===== src/abb_pkg.sv =====
// ---------------------------------------------------------------------------
// abb_pkg
// Shared constants, register indexes and word types of the blitter.
// ---------------------------------------------------------------------------
`timescale 1ns / 1ps

package abb_pkg;

    localparam int STORE_DEPTH = 262144;
    localparam int MEM_AW      = $clog2(STORE_DEPTH);

    localparam int CH_W        = 8;
    localparam int COLOR_W     = 32;
    localparam int OUT_AW      = 18;
    localparam int POS_W       = 12;
    localparam int SUM_W       = 13;
    localparam int PROD_W      = 26;
    localparam int FULL_AW     = 26;
    localparam int ALPHA_W     = 9;
    localparam int SHIFT_W     = 5;

    localparam logic [ALPHA_W-1:0] ALPHA_ONE = 9'd256;

    localparam int CFG_INDEX_W = 4;
    localparam int CFG_DATA_W  = 13;

    localparam logic [CFG_INDEX_W-1:0] REG_SCREEN_WIDTH = 4'd0;
    localparam logic [CFG_INDEX_W-1:0] REG_START_X      = 4'd1;
    localparam logic [CFG_INDEX_W-1:0] REG_START_Y      = 4'd2;
    localparam logic [CFG_INDEX_W-1:0] REG_IMAGE_WIDTH  = 4'd3;
    localparam logic [CFG_INDEX_W-1:0] REG_OPACITY      = 4'd4;
    localparam logic [CFG_INDEX_W-1:0] REG_RED_SHIFT    = 4'd5;
    localparam logic [CFG_INDEX_W-1:0] REG_GREEN_SHIFT  = 4'd6;
    localparam logic [CFG_INDEX_W-1:0] REG_BLUE_SHIFT   = 4'd7;

    localparam int QDEPTH  = 4;
    localparam int QPTR_W  = $clog2(QDEPTH);
    localparam int QCNT_W  = $clog2(QDEPTH + 1);
    localparam int ODEPTH  = 4;
    localparam int OPTR_W  = $clog2(ODEPTH);
    localparam int OCNT_W  = $clog2(ODEPTH + 1);

    // two front stages, mid queue, blend stage, result queue
    localparam int MAX_INFLIGHT = 2 + QDEPTH + 1 + ODEPTH;
    localparam int CHK_CNT_W    = $clog2(MAX_INFLIGHT + 1) + 1;

    typedef struct packed {
        logic [SUM_W-1:0]   screen_width;
        logic [POS_W-1:0]   start_x;
        logic [POS_W-1:0]   start_y;
        logic [SUM_W-1:0]   image_width;
        logic [ALPHA_W-1:0] opacity;
        logic [SHIFT_W-1:0] red_shift;
        logic [SHIFT_W-1:0] green_shift;
        logic [SHIFT_W-1:0] blue_shift;
    } cfg_t;

    localparam cfg_t CFG_RESET = '{
        screen_width: 13'd640,
        start_x:      12'd0,
        start_y:      12'd0,
        image_width:  13'd1,
        opacity:      9'd256,
        red_shift:    5'd16,
        green_shift:  5'd8,
        blue_shift:   5'd0
    };

    typedef struct packed {
        logic [FULL_AW-1:0] addr;
        logic               in_store;
        logic [CH_W-1:0]    red;
        logic [CH_W-1:0]    green;
        logic [CH_W-1:0]    blue;
    } pix_item_t;

    typedef struct packed {
        logic [OUT_AW-1:0]  address;
        logic [COLOR_W-1:0] color;
        logic               out_of_range;
    } result_t;

endpackage


===== src/abb_queue.sv =====
// ---------------------------------------------------------------------------
// abb_queue
// Short queue of addressed pixels between the front and the blend side.
// ---------------------------------------------------------------------------
`timescale 1ns / 1ps

module abb_queue (
    input  logic               clk,
    input  logic               rst_n,
    input  logic               push,
    input  abb_pkg::pix_item_t push_item,
    output logic               ready,
    input  logic               pop,
    output abb_pkg::pix_item_t head,
    output logic               valid
);

    import abb_pkg::*;

    pix_item_t           slot_reg [QDEPTH];
    logic [QPTR_W-1:0]   wr_ptr_reg, rd_ptr_reg;
    logic [QCNT_W-1:0]   count_reg;

    assign ready = count_reg != QCNT_W'(QDEPTH);
    assign valid = count_reg != '0;
    assign head  = slot_reg[rd_ptr_reg];

    always_ff @(posedge clk or negedge rst_n)
    begin
        if (!rst_n)
        begin
            wr_ptr_reg <= '0;
            rd_ptr_reg <= '0;
            count_reg  <= '0;
        end
        else
        begin
            if (push)
            begin
                wr_ptr_reg <= wr_ptr_reg + QPTR_W'(1);
            end
            if (pop)
            begin
                rd_ptr_reg <= rd_ptr_reg + QPTR_W'(1);
            end
            if (push && !pop)
            begin
                count_reg <= count_reg + QCNT_W'(1);
            end
            else if (pop && !push)
            begin
                count_reg <= count_reg - QCNT_W'(1);
            end
        end
    end

    always_ff @(posedge clk)
    begin
        if (push)
        begin
            slot_reg[wr_ptr_reg] <= push_item;
        end
    end

endmodule


===== config.mk =====
export PLATFORM = sky130hd
export DESIGN_NAME = abb_queue
export DESIGN_NICKNAME = d
export VERILOG_FILES = /design/src/abb_pkg.sv /design/src/abb_queue.sv
export SDC_FILE = /design/constraint.sdc
export NUM_CORES = 1
export LEC_CHECK = 0
export BUFFER_PORTS_ARGS = -buffer_cell sky130_fd_sc_hd__buf_2
export CORE_UTILIZATION = 57
export DETAILED_ROUTE_END_ITERATION = 8
export GPL_ROUTABILITY_DRIVEN = 0
export HOLD_SLACK_MARGIN = 0.06
export PLACE_DENSITY = 0.84
export SYNTH_ARGS = -nofsm -noshare
export SYNTH_HDL_FRONTEND = slang
export SYNTH_SLANG_ARGS = --single-unit

===== constraint.sdc =====
create_clock -name clk -period 3.4 [get_ports clk]
set_clock_uncertainty 0.15 [all_clocks]
set_input_delay 0.51 -clock clk [delete_from_list [all_inputs] [get_ports clk]]
set_output_delay 0.51 -clock clk [all_outputs]
set_load 0.02 [all_outputs]

Word-level counts from Yosys, hierarchy flattened --
Memory sizes are Yosys's and may differ from the RTL's. Index checks and enable logic that the tools add are counted.
Cells by class: bitwise gates (word level) 0, muxes and demuxes 4, equal/unequal tests 1, shifts and indexed selects 0, multipliers 0, add/sub/neg operators 4, divide/modulo/power cells 0, $lt $le $gt $ge 0, reduce and logical (&&, ||, !) cells 6
Operators with widths (number):
- 2-to-1 mux 3 bit | 2
- adder 2 x 1 -> 2 bit, second input constant | 2
- adder 3 x 1 -> 3 bit, second input constant | 1
- inequality test 3 bit, second input constant | 1
- nonzero test 3 bit | 1
- subtractor 3 x 1 -> 3 bit, second input constant | 1
- logical AND 1 bit | 2
- zero test 1 bit | 2
- 2-to-1 mux 1 bit | 2
- nonzero test 2 bit | 1
Word-level totals: bits of input ports 55, output and inout bits 53, memories 1, register bits 7, logic and storage cells 19, bits in read-only memories 0, RAM bits 204, bits in latches 0
Memories:
- slot_reg | depth 4, bits a word 51, read ports 1, clocked after memory_dff 0, write ports 1, line abb_queue.sv:20 | pix_item_t slot_reg [QDEPTH];

Depth between registers and ports, before layout --
depth after elaboration 4, depth in mapped cells 7, depth with buffers taken out 7

Worst setup path after synthesis --
No wires, ideal clock.
path kind register to register, start point register wr_ptr_reg[0], end point memory slot_reg[0][0] (netlist name), enable pin, path buffers 0, period minus slack after synthesis 2399 ps, setup time 414 ps, path slack 1001 ps, cell stages (with the launch flop) 4, data arrival time 1835 ps, required time 2836 ps, cell sequence dfrtp_1 inv_1 ha_1 and2_1
RTL lines:
- from (decl) | line abb_queue.sv:21 | logic [QPTR_W-1:0] wr_ptr_reg, rd_ptr_reg;
- from (signal assigned) | line abb_queue.sv:40 | wr_ptr_reg <= wr_ptr_reg + QPTR_W'(1);
- to (decl) | line abb_queue.sv:20
Straight into the memory's write port.

==> impl_metrics.json <==
{
  "fp.dieH_um": 119,
  "cts_setup_buffers": 0,
  "worst_path_largest_cell_delay_ns": 0.81,
  "critPathMaxFanout": 27,
  "dpl_cell_area_sq_um": 8550,
  "cts_tree": "done",
  "outcome": "finished clean",
  "clockBufferDepth": 3,
  "crit_slowest_cell": "dfrtp_2",
  "grt_overflow": 0,
  "routed_wirelength_um": 12900,
  "die_x_um": 119,
  "drc": 0,
  "synth.area.mux_share_pct": 15.0,
  "critical_path_class": "register to output pin",
  "grt_pass1_wl_um": 20200,
  "grt_pass1_vias": 3693,
  "synth_compound_area_share_pct": 0.0640,
  "synth_xor_xnor_area_share_pct": 0.672,
  "drv_slew": 0,
  "cp.arrival_ns": 2.26,
  "mostFrequentLayoutCell": "edfxtp_1",
  "numPortBuffers": 107,
  "synth_adder_area_share_pct": 1.06,
  "clk_pin_slew_worst_paths_ns": 0.06,
  "antenna_found_initial": 2,
  "largest_reg_flops": 204,
  "crit_chain": "buf_4, mux4_2, buf_2",
  "fmax_mhz": 343,
  "cts_hold_buf": 1,
  "ys_ff_latch": 211,
  "wl_per_cell_um": 20.7,
  "initialDrtViolationCount": 315,
  "setup_violations": 0,
  "finalWorstSetupSlack_ns": 0.483,
  "first_pass_iters": 6,
  "pre_cts_ws_ns": 0.949,
  "power-per-cell-area_nw_per_um2": 899,
  "max-slew-margin-rel_pct": 50.2,
  "most-common-layout-cells": "edfxtp_1, buf_2, mux4_2, clkbuf_16, buf_4",
  "cts_sinks": 211,
  "use_met1_pct": 26.0,
  "cts-resized-gates": 0,
  "netlist_instances": 302,
  "synth.distinct_cells": 19,
  "multiInputGateArea_sq_um": 1370,
  "ir_worst_vdd_v": 0.000513,
  "rsz0062_at_grt": "no",
  "core_sq_um": 13300,
  "cp-start-kind": "register",
  "busiest_layer": "met2",
  "numCtsBuffers": 21,
  "final.min_clock_period_ns": 2.92,
  "hp-class": "primary input to register",
  "area_growth_pct": 17.9,
  "syn_area_sq_um": 7820,
  "crit_buf_inv": 2,
  "via_per_inst": 5.57,
  "worst_pin_slew_ns": 0.747,
  "fin_tns_setup_ns": 0,
  "end_kind": "output pin",
  "die_area_sq_um": 14200,
  "fillCellCount": 810,
  "rows": 42,
  "met2_usage_pct": 31.2,
  "grt_start_max_net_pins": 52,
  "yosysWarnings": 0,
  "crit_family": "flip-flops",
  "start_util_pct": 58.8,
  "final.period_utilization_pct": 85.8,
  "drv_cap": 0,
  "grtUsageMet3_pct": 5.22,
  "dr_total_vias": 3473,
  "layout.nets": 493,
  "synthSimpleGateAreaFrac_pct": 0.640,
  "drive_gt1_share_pct": 44.8,
  "avgSynthCellArea_sq_um": 25.9,
  "report.final.hold_viol_count": 0,
  "postSynthNetCount": 363,
  "dp.cells": 584,
  "ys_seq_area_share_pct": 80.6,
  "place_hpwl_um": 7890,
  "ant_nets": 0,
  "h-tree-depth": 1,
  "clk_latency_ns": 0.47,
  "io_pins": 108,
  "root_buffer": "clkbuf_16",
  "p_leak_nw": 3.21,
  "instances_no_fill": 624,
  "postLayoutCellArea_sq_um": 9220,
  "synth_top_family_by_area": "multiplexers",
  "required_ns": 2.74,
  "register_area_sq_um": 6310,
  "grt_use_total_pct": 19.2
}
[where the power goes]
| group | total (W) | switching [W] | leakage (nW) | internal, W |
|---|---|---|---|---|
| registers | 0.00368 | 0.000274 | 1.95 | 0.00341 |
| logic | 0.00241 | 0.00135 | 0.939 | 0.00106 |
| clock network | 0.00219 | 0.000879 | 0.319 | 0.00131 |
[cell usage after synthesis]
master	instances	area share, %
xnor2_1	2	0.22
mux4_2	48	14
buf_12	5	1.3
nor2_1	2	0.096
buf_6	1	0.14
and2_1	4	0.32
ha_1	5	0.80
dfrtp_1	7	2.2
fa_1	1	0.26
mux4_1	3	1.0
mux2_2	1	0.14
clkbuf_1	1	0.048
o21ai_0	1	0.064
nand2_1	3	0.14
buf_2	5	0.32
or3_1	1	0.080
inv_1	4	0.19
edfxtp_1	204	78
xor2_1	4	0.45
[cells by family (layout without fill, tap and decap cells)]
kind of cell	count (synthesis)	after routing
flip-flops	211	211
buffers and inverters	16	160
AO/OA/AOI/OAI	1	1
other	0	2
multiplexers	52	52
AND/OR/NAND/NOR	10	10
adder cells (fa/ha/maj)	6	6
XOR/XNOR	6	6
[path summary, 6_finish.rpt]
check	startpoint	endpoint	slack, ns	depth (start not counted)
worst max register to register	wr_ptr_reg[1]$_DFFE_PN0P_	slot_reg[1][43]$_DFFE_PP_	1.38	4
worst min-delay path	push_item[46]	slot_reg[0][46]$_DFFE_PP_	0.09	1
worst max-delay path	rd_ptr_reg[1]$_DFFE_PN0P_	head[48]	0.48	3
min in group asynchronous	rst_n	count_reg[2]$_DFFE_PN0P_	0.24	2
worst min register to register	count_reg[2]$_DFFE_PN0P_	count_reg[2]$_DFFE_PN0P_	0.34	1
max in group asynchronous	rst_n	rd_ptr_reg[0]$_DFFE_PN0P_	2.68	2
[metrics by stage]
step,util (%),total power [W],hold slack (ns)
after floorplan,-,0.00549,0.0644
after global placement,64.3,0.00613,0.199
after detailed placement,64.3,0.00620,0.204
after CTS,69.3,0.00839,0.0729
after global routing,69.3,0.00865,0.0755
final,69.3,0.00828,0.0870
[layout make-up]
| type | count | area share (%) |
|---|---|---|
| multi-input cells | 75 | 14.8 |
| clock inverters | 9 | 0.977 |
| diodes | 2 | 0.0543 |
| inverters | 4 | 0.163 |
| repair buffers | 119 | 7.09 |
| well taps | 176 | 2.39 |
| flip-flops and latches | 211 | 68.4 |
| clock buffers | 28 | 6.09 |
[metal layers]
layer | share of wire [%] | up-vias
met5 | 0 | -
met4 | 1.8 | 0
met3 | 7.2 | 25
met2 | 50 | 121
met1 | 41 | 1781
li1 | - | 1546
No activity file was read; power rests on OpenSTA's default activity.
