[src/abb_pkg.sv]
// ---------------------------------------------------------------------------
// abb_pkg
// Shared constants, register indexes and word types of the blitter.
// ---------------------------------------------------------------------------
`timescale 1ns / 1ps

package abb_pkg;

    localparam int STORE_DEPTH = 262144;
    localparam int MEM_AW      = $clog2(STORE_DEPTH);

    localparam int CH_W        = 8;
    localparam int COLOR_W     = 32;
    localparam int OUT_AW      = 18;
    localparam int POS_W       = 12;
    localparam int SUM_W       = 13;
    localparam int PROD_W      = 26;
    localparam int FULL_AW     = 26;
    localparam int ALPHA_W     = 9;
    localparam int SHIFT_W     = 5;

    localparam logic [ALPHA_W-1:0] ALPHA_ONE = 9'd256;

    localparam int CFG_INDEX_W = 4;
    localparam int CFG_DATA_W  = 13;

    localparam logic [CFG_INDEX_W-1:0] REG_SCREEN_WIDTH = 4'd0;
    localparam logic [CFG_INDEX_W-1:0] REG_START_X      = 4'd1;
    localparam logic [CFG_INDEX_W-1:0] REG_START_Y      = 4'd2;
    localparam logic [CFG_INDEX_W-1:0] REG_IMAGE_WIDTH  = 4'd3;
    localparam logic [CFG_INDEX_W-1:0] REG_OPACITY      = 4'd4;
    localparam logic [CFG_INDEX_W-1:0] REG_RED_SHIFT    = 4'd5;
    localparam logic [CFG_INDEX_W-1:0] REG_GREEN_SHIFT  = 4'd6;
    localparam logic [CFG_INDEX_W-1:0] REG_BLUE_SHIFT   = 4'd7;

    localparam int QDEPTH  = 4;
    localparam int QPTR_W  = $clog2(QDEPTH);
    localparam int QCNT_W  = $clog2(QDEPTH + 1);
    localparam int ODEPTH  = 4;
    localparam int OPTR_W  = $clog2(ODEPTH);
    localparam int OCNT_W  = $clog2(ODEPTH + 1);

    // two front stages, mid queue, blend stage, result queue
    localparam int MAX_INFLIGHT = 2 + QDEPTH + 1 + ODEPTH;
    localparam int CHK_CNT_W    = $clog2(MAX_INFLIGHT + 1) + 1;

    typedef struct packed {
        logic [SUM_W-1:0]   screen_width;
        logic [POS_W-1:0]   start_x;
        logic [POS_W-1:0]   start_y;
        logic [SUM_W-1:0]   image_width;
        logic [ALPHA_W-1:0] opacity;
        logic [SHIFT_W-1:0] red_shift;
        logic [SHIFT_W-1:0] green_shift;
        logic [SHIFT_W-1:0] blue_shift;
    } cfg_t;

    localparam cfg_t CFG_RESET = '{
        screen_width: 13'd640,
        start_x:      12'd0,
        start_y:      12'd0,
        image_width:  13'd1,
        opacity:      9'd256,
        red_shift:    5'd16,
        green_shift:  5'd8,
        blue_shift:   5'd0
    };

    typedef struct packed {
        logic [FULL_AW-1:0] addr;
        logic               in_store;
        logic [CH_W-1:0]    red;
        logic [CH_W-1:0]    green;
        logic [CH_W-1:0]    blue;
    } pix_item_t;

    typedef struct packed {
        logic [OUT_AW-1:0]  address;
        logic [COLOR_W-1:0] color;
        logic               out_of_range;
    } result_t;

endpackage

[src/abb_front.sv]
// ---------------------------------------------------------------------------
// abb_front
// Takes pixels, tracks column and row, and forms the frame store address.
// ---------------------------------------------------------------------------
`timescale 1ns / 1ps

module abb_front (
    input  logic                         clk,
    input  logic                         rst_n,
    input  abb_pkg::cfg_t                cfg,
    input  logic                         hold,
    input  logic                         push,
    output logic                         full,
    input  logic [abb_pkg::CH_W-1:0]     red,
    input  logic [abb_pkg::CH_W-1:0]     green,
    input  logic [abb_pkg::CH_W-1:0]     blue,
    input  logic                         first_pixel,
    output logic                         q_push,
    output abb_pkg::pix_item_t           q_item,
    input  logic                         q_ready
);

    import abb_pkg::*;

    logic [POS_W-1:0]  column_reg, column_next;
    logic [POS_W-1:0]  row_reg, row_next;
    logic [POS_W-1:0]  col_eff, row_eff;
    logic [SUM_W-1:0]  col_inc;
    logic              wrap;
    logic [SUM_W-1:0]  y_pos;
    logic [SUM_W-1:0]  x_pos;
    logic [PROD_W-1:0] prod;

    logic              s1_valid_reg;
    logic [PROD_W-1:0] s1_prod_reg;
    logic [SUM_W-1:0]  s1_x_reg;
    logic [CH_W-1:0]   s1_red_reg, s1_green_reg, s1_blue_reg;

    logic              s2_valid_reg;
    pix_item_t         s2_item_reg;
    logic [FULL_AW-1:0] addr_sum;

    logic s2_free, s1_free, accept;

    assign s2_free = !s2_valid_reg || q_ready;
    assign s1_free = !s1_valid_reg || s2_free;
    assign full    = hold || !s1_free;
    assign accept  = push && !full;

    // a first pixel places itself at the image origin
    assign col_eff = first_pixel ? '0 : column_reg;
    assign row_eff = first_pixel ? '0 : row_reg;

    assign col_inc     = {1'b0, col_eff} + SUM_W'(1);
    assign wrap        = (col_inc >= cfg.image_width) || col_inc[SUM_W-1];
    assign column_next = wrap ? '0 : col_inc[POS_W-1:0];
    assign row_next    = wrap ? row_eff + POS_W'(1) : row_eff;

    assign y_pos = {1'b0, cfg.start_y} + {1'b0, row_eff};
    assign x_pos = {1'b0, cfg.start_x} + {1'b0, col_eff};
    assign prod  = PROD_W'(y_pos) * PROD_W'(cfg.screen_width);

    assign addr_sum = s1_prod_reg + FULL_AW'(s1_x_reg);

    always_ff @(posedge clk or negedge rst_n)
    begin
        if (!rst_n)
        begin
            column_reg   <= '0;
            row_reg      <= '0;
            s1_valid_reg <= 1'b0;
            s2_valid_reg <= 1'b0;
        end
        else
        begin
            if (accept)
            begin
                column_reg <= column_next;
                row_reg    <= row_next;
            end
            if (s1_free)
            begin
                s1_valid_reg <= accept;
            end
            if (s2_free)
            begin
                s2_valid_reg <= s1_valid_reg;
            end
        end
    end

    always_ff @(posedge clk)
    begin
        if (accept)
        begin
            s1_prod_reg  <= prod;
            s1_x_reg     <= x_pos;
            s1_red_reg   <= red;
            s1_green_reg <= green;
            s1_blue_reg  <= blue;
        end
        if (s2_free && s1_valid_reg)
        begin
            s2_item_reg.addr     <= addr_sum;
            s2_item_reg.in_store <= addr_sum < FULL_AW'(STORE_DEPTH);
            s2_item_reg.red      <= s1_red_reg;
            s2_item_reg.green    <= s1_green_reg;
            s2_item_reg.blue     <= s1_blue_reg;
        end
    end

    assign q_push = s2_valid_reg && q_ready;
    assign q_item = s2_item_reg;

endmodule

[config.mk]
export PLATFORM = sky130hd
export DESIGN_NAME = abb_front
export DESIGN_NICKNAME = d
export VERILOG_FILES = /design/src/abb_pkg.sv /design/src/abb_front.sv
export SDC_FILE = /design/constraint.sdc
export NUM_CORES = 1
export LEC_CHECK = 0
export ABC_AREA = 0
export BUFFER_PORTS_ARGS = -buffer_cell sky130_fd_sc_hd__buf_2
export CORE_UTILIZATION = 43
export DETAILED_ROUTE_END_ITERATION = 10
export PLACE_DENSITY_LB_ADDON = 0.2
export SLEW_MARGIN = 20
export SYNTH_ARGS = -nofsm -noshare
export SYNTH_HDL_FRONTEND = slang
export SYNTH_SLANG_ARGS = --single-unit
[constraint.sdc]
create_clock -name clk -period 9.3 [get_ports clk]
set_input_delay 0.93 -clock clk [delete_from_list [all_inputs] [get_ports clk]]
set_output_delay 0.93 -clock clk [all_outputs]
set_load 0.03 [all_outputs]
* Yosys cells after proc, flatten, opt, wreduce, memory -nomap -nowiden
Cells that the tools add are included.
W data, S select, Z words.
** Storage, ports and cells
- Bits in registers :: 140
- Input port bits :: 104
- Output and inout port bits :: 53
- Logic and storage cells :: 37
** Operators by class
- Add/sub/neg operators :: 5
- Multiply operators :: 1
- Order comparisons :: 2
- Multiplexer cells :: 4
- Reductions and logical operators :: 11
** Operators with widths (number)
- $mux W12 :: 4
- $add A12 B12 Y13 :: 2
- $add A26 B13 Y26 :: 1
- $lt A26 B19 Y1 const B :: 1
- $mul A13 B13 Y26 :: 1
- $add A12 B1 Y13 const B :: 1
- $ge A13 B13 Y1 :: 1
- $add A12 B1 Y12 const B :: 1
- $logic_not A1 Y1 :: 4
- $logic_or A1 B1 Y1 :: 4
- $logic_and A1 B1 Y1 :: 3

* Logic depth before layout (Yosys ltp)
- Depth in word-level cells :: 7
- Gate-level depth with buffers :: 36
- Depth with buffers taken out :: 32

* Least setup slack after synthesis
Ideal clock, no wire load.
- Path type :: input -> register
- From :: input first_pixel
- To :: register s1_prod_reg[24] (data pin)
- Setup time :: 0.263 ns
- Arrival time :: 8.516 ns
- Required time :: 9.037 ns
- Setup slack :: 0.521 ns
- Cell stages on the path :: 35
- Path buffers :: 5
- Cell sequence :: buf_4 clkbuf_1 clkbuf_1 buf_1 nor2_1 ha_1 o21ai_0 o221ai_2 and4b_1 a311oi_2 a311oi_1 nand2_1 o21bai_1 xor2_1 buf_2 and2_1 fa_1 inv_1 fa_1 inv_1 fa_1 fa_1 inv_1 fa_1 inv_1 ha_1 o21a_1 nor2_1 nor2b_1 a21oi_1 o21ai_1 o41ai_1 o221ai_1 a311oi_1 xnor2_1
** Between the ends
- Word-level cells in the longest chain between the ends :: 3
** Ends and longest elaborated chain
- start, declared :: line abb_front.sv:17 : input logic first_pixel,
- $mux W12 :: line abb_front.sv:52 : assign row_eff = first_pixel ? '0 : row_reg;
- $add A12 B12 Y13 :: line abb_front.sv:59 : assign y_pos = {1'b0, cfg.start_y} + {1'b0, row_eff};
- $mul A13 B13 Y26 :: line abb_front.sv:61 : assign prod = PROD_W'(y_pos) * PROD_W'(cfg.screen_width);
- named net prod[24] :: line abb_front.sv:32 : logic [PROD_W-1:0] prod;
- end signal, assigned :: line abb_front.sv:96 : s1_prod_reg <= prod;
- end, declared :: line abb_front.sv:35 : logic [PROD_W-1:0] s1_prod_reg;
The timed path passes the listed nets, and every way through them passes these cells.
A chain may end at the register's enable or synchronous reset.

* Final worst setup path
Ends and elaborated chain as after synthesis.

==> impl_metrics.tcl <==
set metrics [dict create \
    hold_path_class "reg -> reg" \
    synth_area_mm2 0.0130 \
    area_growth_pct 12.5 \
    avgViaCountPerCell 4.95 \
    netlist_instances 1287 \
    async_reset_ff_share_pct 18.6 \
    antenna_found_initial 0 \
    synth_cell_types 67 \
    r2r-end "s1_prod_reg[24]" \
    critical_path.max_stage_delay_ps 530 \
    setup_tns_ps 0 \
    synthAdderAreaFrac_pct 30.3 \
    rsz0062_at_grt "no" \
    worstHoldStart "s1_green_reg[5]" \
    max_freq_mhz 119 \
    r2r_start "row_reg[0]" \
    synth_top_family_by_area "adder cells" \
    cp_data_arrival_time_ps 8560 \
    muxShareOfSynthArea_pct 1.30 \
    die_y_um 176 \
    cts_tree "built" \
    required_ps 9460 \
    first_global_vias 9140 \
    detail_route.drc_violations 0 \
    dieArea_mm2 0.0309 \
    synth-seq-cells 140 \
    synthXorXnorAreaFrac_pct 4.96 \
    initial_core_util_pct 43.7 \
    slew_headroom_pct 33.1 \
    clkSlewWorstSetupHoldPaths_ps 70 \
    vias 8962 \
    hold_viol_final 0 \
    yosys_most_used_dff "edfxtp_1" \
    endpoint_kind "register" \
    dp_hpwl_mm 20.6 \
    top_level_ports 157 \
    worstSetupStartpointType "input port" \
    grt_first_pass_wirelength_mm 44.5 \
    final.min_clock_period_ps 8400 \
    post_cts_resized 0 \
    ir_worst_vdd_v 0.000361 \
    cts.sinks 140 \
    cp_max_fo 19 \
    synthSimpleGateAreaFrac_pct 16.2 \
    worstSetupPathType "in -> reg" \
    clockBufferDepth 2 \
    nets 1750 \
    cts_root_buffer "clkbuf_16" \
    post_cts_buffers 0 \
    critPathSlowestCell "fa_1" \
    finalCritPeriodShare_pct 90.4 \
    status "finished, final reports clean" \
    slew_viol_final 0 \
    rows 63 \
    core_area_mm2 0.0297 \
    p_leak_nw 6.93 \
    dr.pass1.iters 5 \
    crit_top_cell "fa_1" \
    clk_latency_ps 420 \
    max_cap_violations 0 \
    synth_edf_count 114 \
    hold_path_depth 0 \
    p_per_area_mw_per_mm2 399 \
    r2r_slack_ps 1220 \
    seq_area_frac_synth_pct 31.4 \
    fin_ws_ps 896 \
    overflow 0 \
    syn_nets 1631 \
    gp_congestion 0.802 \
    yosysWarnings 0 \
    port_buffers 132 \
    finalClockSkew_ps 18.2 \
    cts_buffers 17 \
    detail-route-antenna-nets 0 \
    synth_compound_area_share_pct 9.03 \
    dp_slack_ps 531 \
    diodes 0 \
    grt_max_degree 80 \
    setup_viol 0 \
    drtIter0Drc 529 \
    wl_mm 25.8 \
    tightest_slew_ps 1000 \
    syn_avg_cell_area_um2 10.1 \
    cts_hold_buffers 0 \
    h-tree-depth 4 \
    drive_above_1_share_pct 14.0 \
    ff2ff_path_depth 30 \
    largest_reg_flops 51 \
    track_usage_pct 17.8 \
    post_drt_wl_per_cell_um 14.3 \
    hold_end "q_item[13]" \
    die_w_um 176 \
]
final cells by class:
cell class	instances	area [um^2]
Fill cell	2741	15100
Multi-Input combinational cell	918	8040
Sequential cell	140	4070
Inverter	182	683
Clock inverter	15	135
Tap cell	390	488
Timing Repair Buffer	147	773
Clock buffer	17	425
power breakdown:
group          leakage (nW)  internal (mW)  total (mW)  switching (mW)
logic                  5.27           1.77        4.11            2.34
clock network         0.259          0.351       0.652           0.301
registers              1.41           1.01        1.07          0.0546
placed cells by master (no fill, tap or decap), types with 26 or more instances in the layout:
cell and instances:
nor2_1 51, a21oi_1 38, xnor2_1 45, o21ai_0 38, xor2_1 26, ha_1 117
buf_2 132, nand2_1 143, dfrtp_1 26, and2_1 85, inv_1 181, edfxtp_1 114
fa_1 123
worst max-delay path: cells and delay by family:
family          cells  cell delay (ps)
simple gates        5             1050
fa+ha+maj           7             3040
buf+inv             5              490
compound gates     11             2720
xor+xnor            2              300
cells in the mapped netlist (all sizes together) (26+ instances only):
cell type	n	area (um^2)
xor2	26	228
nor2b	26	163
o21ai	40	200
inv	181	679
a21oi	40	208
nand2	143	537
dfrtp	26	651
xnor2	45	394
ha	117	1460
edfxtp	114	3420
and2	85	532
nor2	51	191
clkbuf	37	139
fa	123	2460
logic make-up (layout without fill, tap and decap cells):
| group | count (synthesis) | count (layout) |
|---|---|---|
| adder cells (fa/ha/maj) | 241 | 241 |
| buffers and inverters | 229 | 361 |
| flip-flops | 140 | 140 |
| AO/OA/AOI/OAI | 174 | 174 |
| AND/OR/NAND/NOR | 415 | 415 |
| XOR/XNOR | 72 | 72 |
| multiplexers | 16 | 16 |
per-stage QoR:
stage	hold slack, ps	power (mW)	util [%]	instances	area [um^2]
finish	416	5.84	49.2	1809	14600
global route	423	6.53	49.2	1809	14600
CTS	416	5.91	49.2	1809	14600
detailed placement	405	5.21	47.3	1777	14100
global placement	401	5.14	47.3	1777	14100
floorplan	400	4.37	-	1287	13000
worst max-delay path by stage:
stage,start,depth (start not counted),endpoint
after floorplan,first_pixel,35,s1_prod_reg[24]
after global placement,first_pixel,30,s1_prod_reg[24]
after detailed placement,first_pixel,30,s1_prod_reg[24]
final,first_pixel,30,s1_prod_reg[24]
after CTS,first_pixel,30,s1_prod_reg[24]
after global routing,first_pixel,27,s1_prod_reg[24]
layer usage:
layer | global-route usage (%) | routed length (um)
met4 | 3.70 | 207
met5 | 0 | 0
met1 | 25.3 | 13100
met2 | 28.9 | 11400
met3 | 2.40 | 1100
Power figures use the tool's default switching activity.
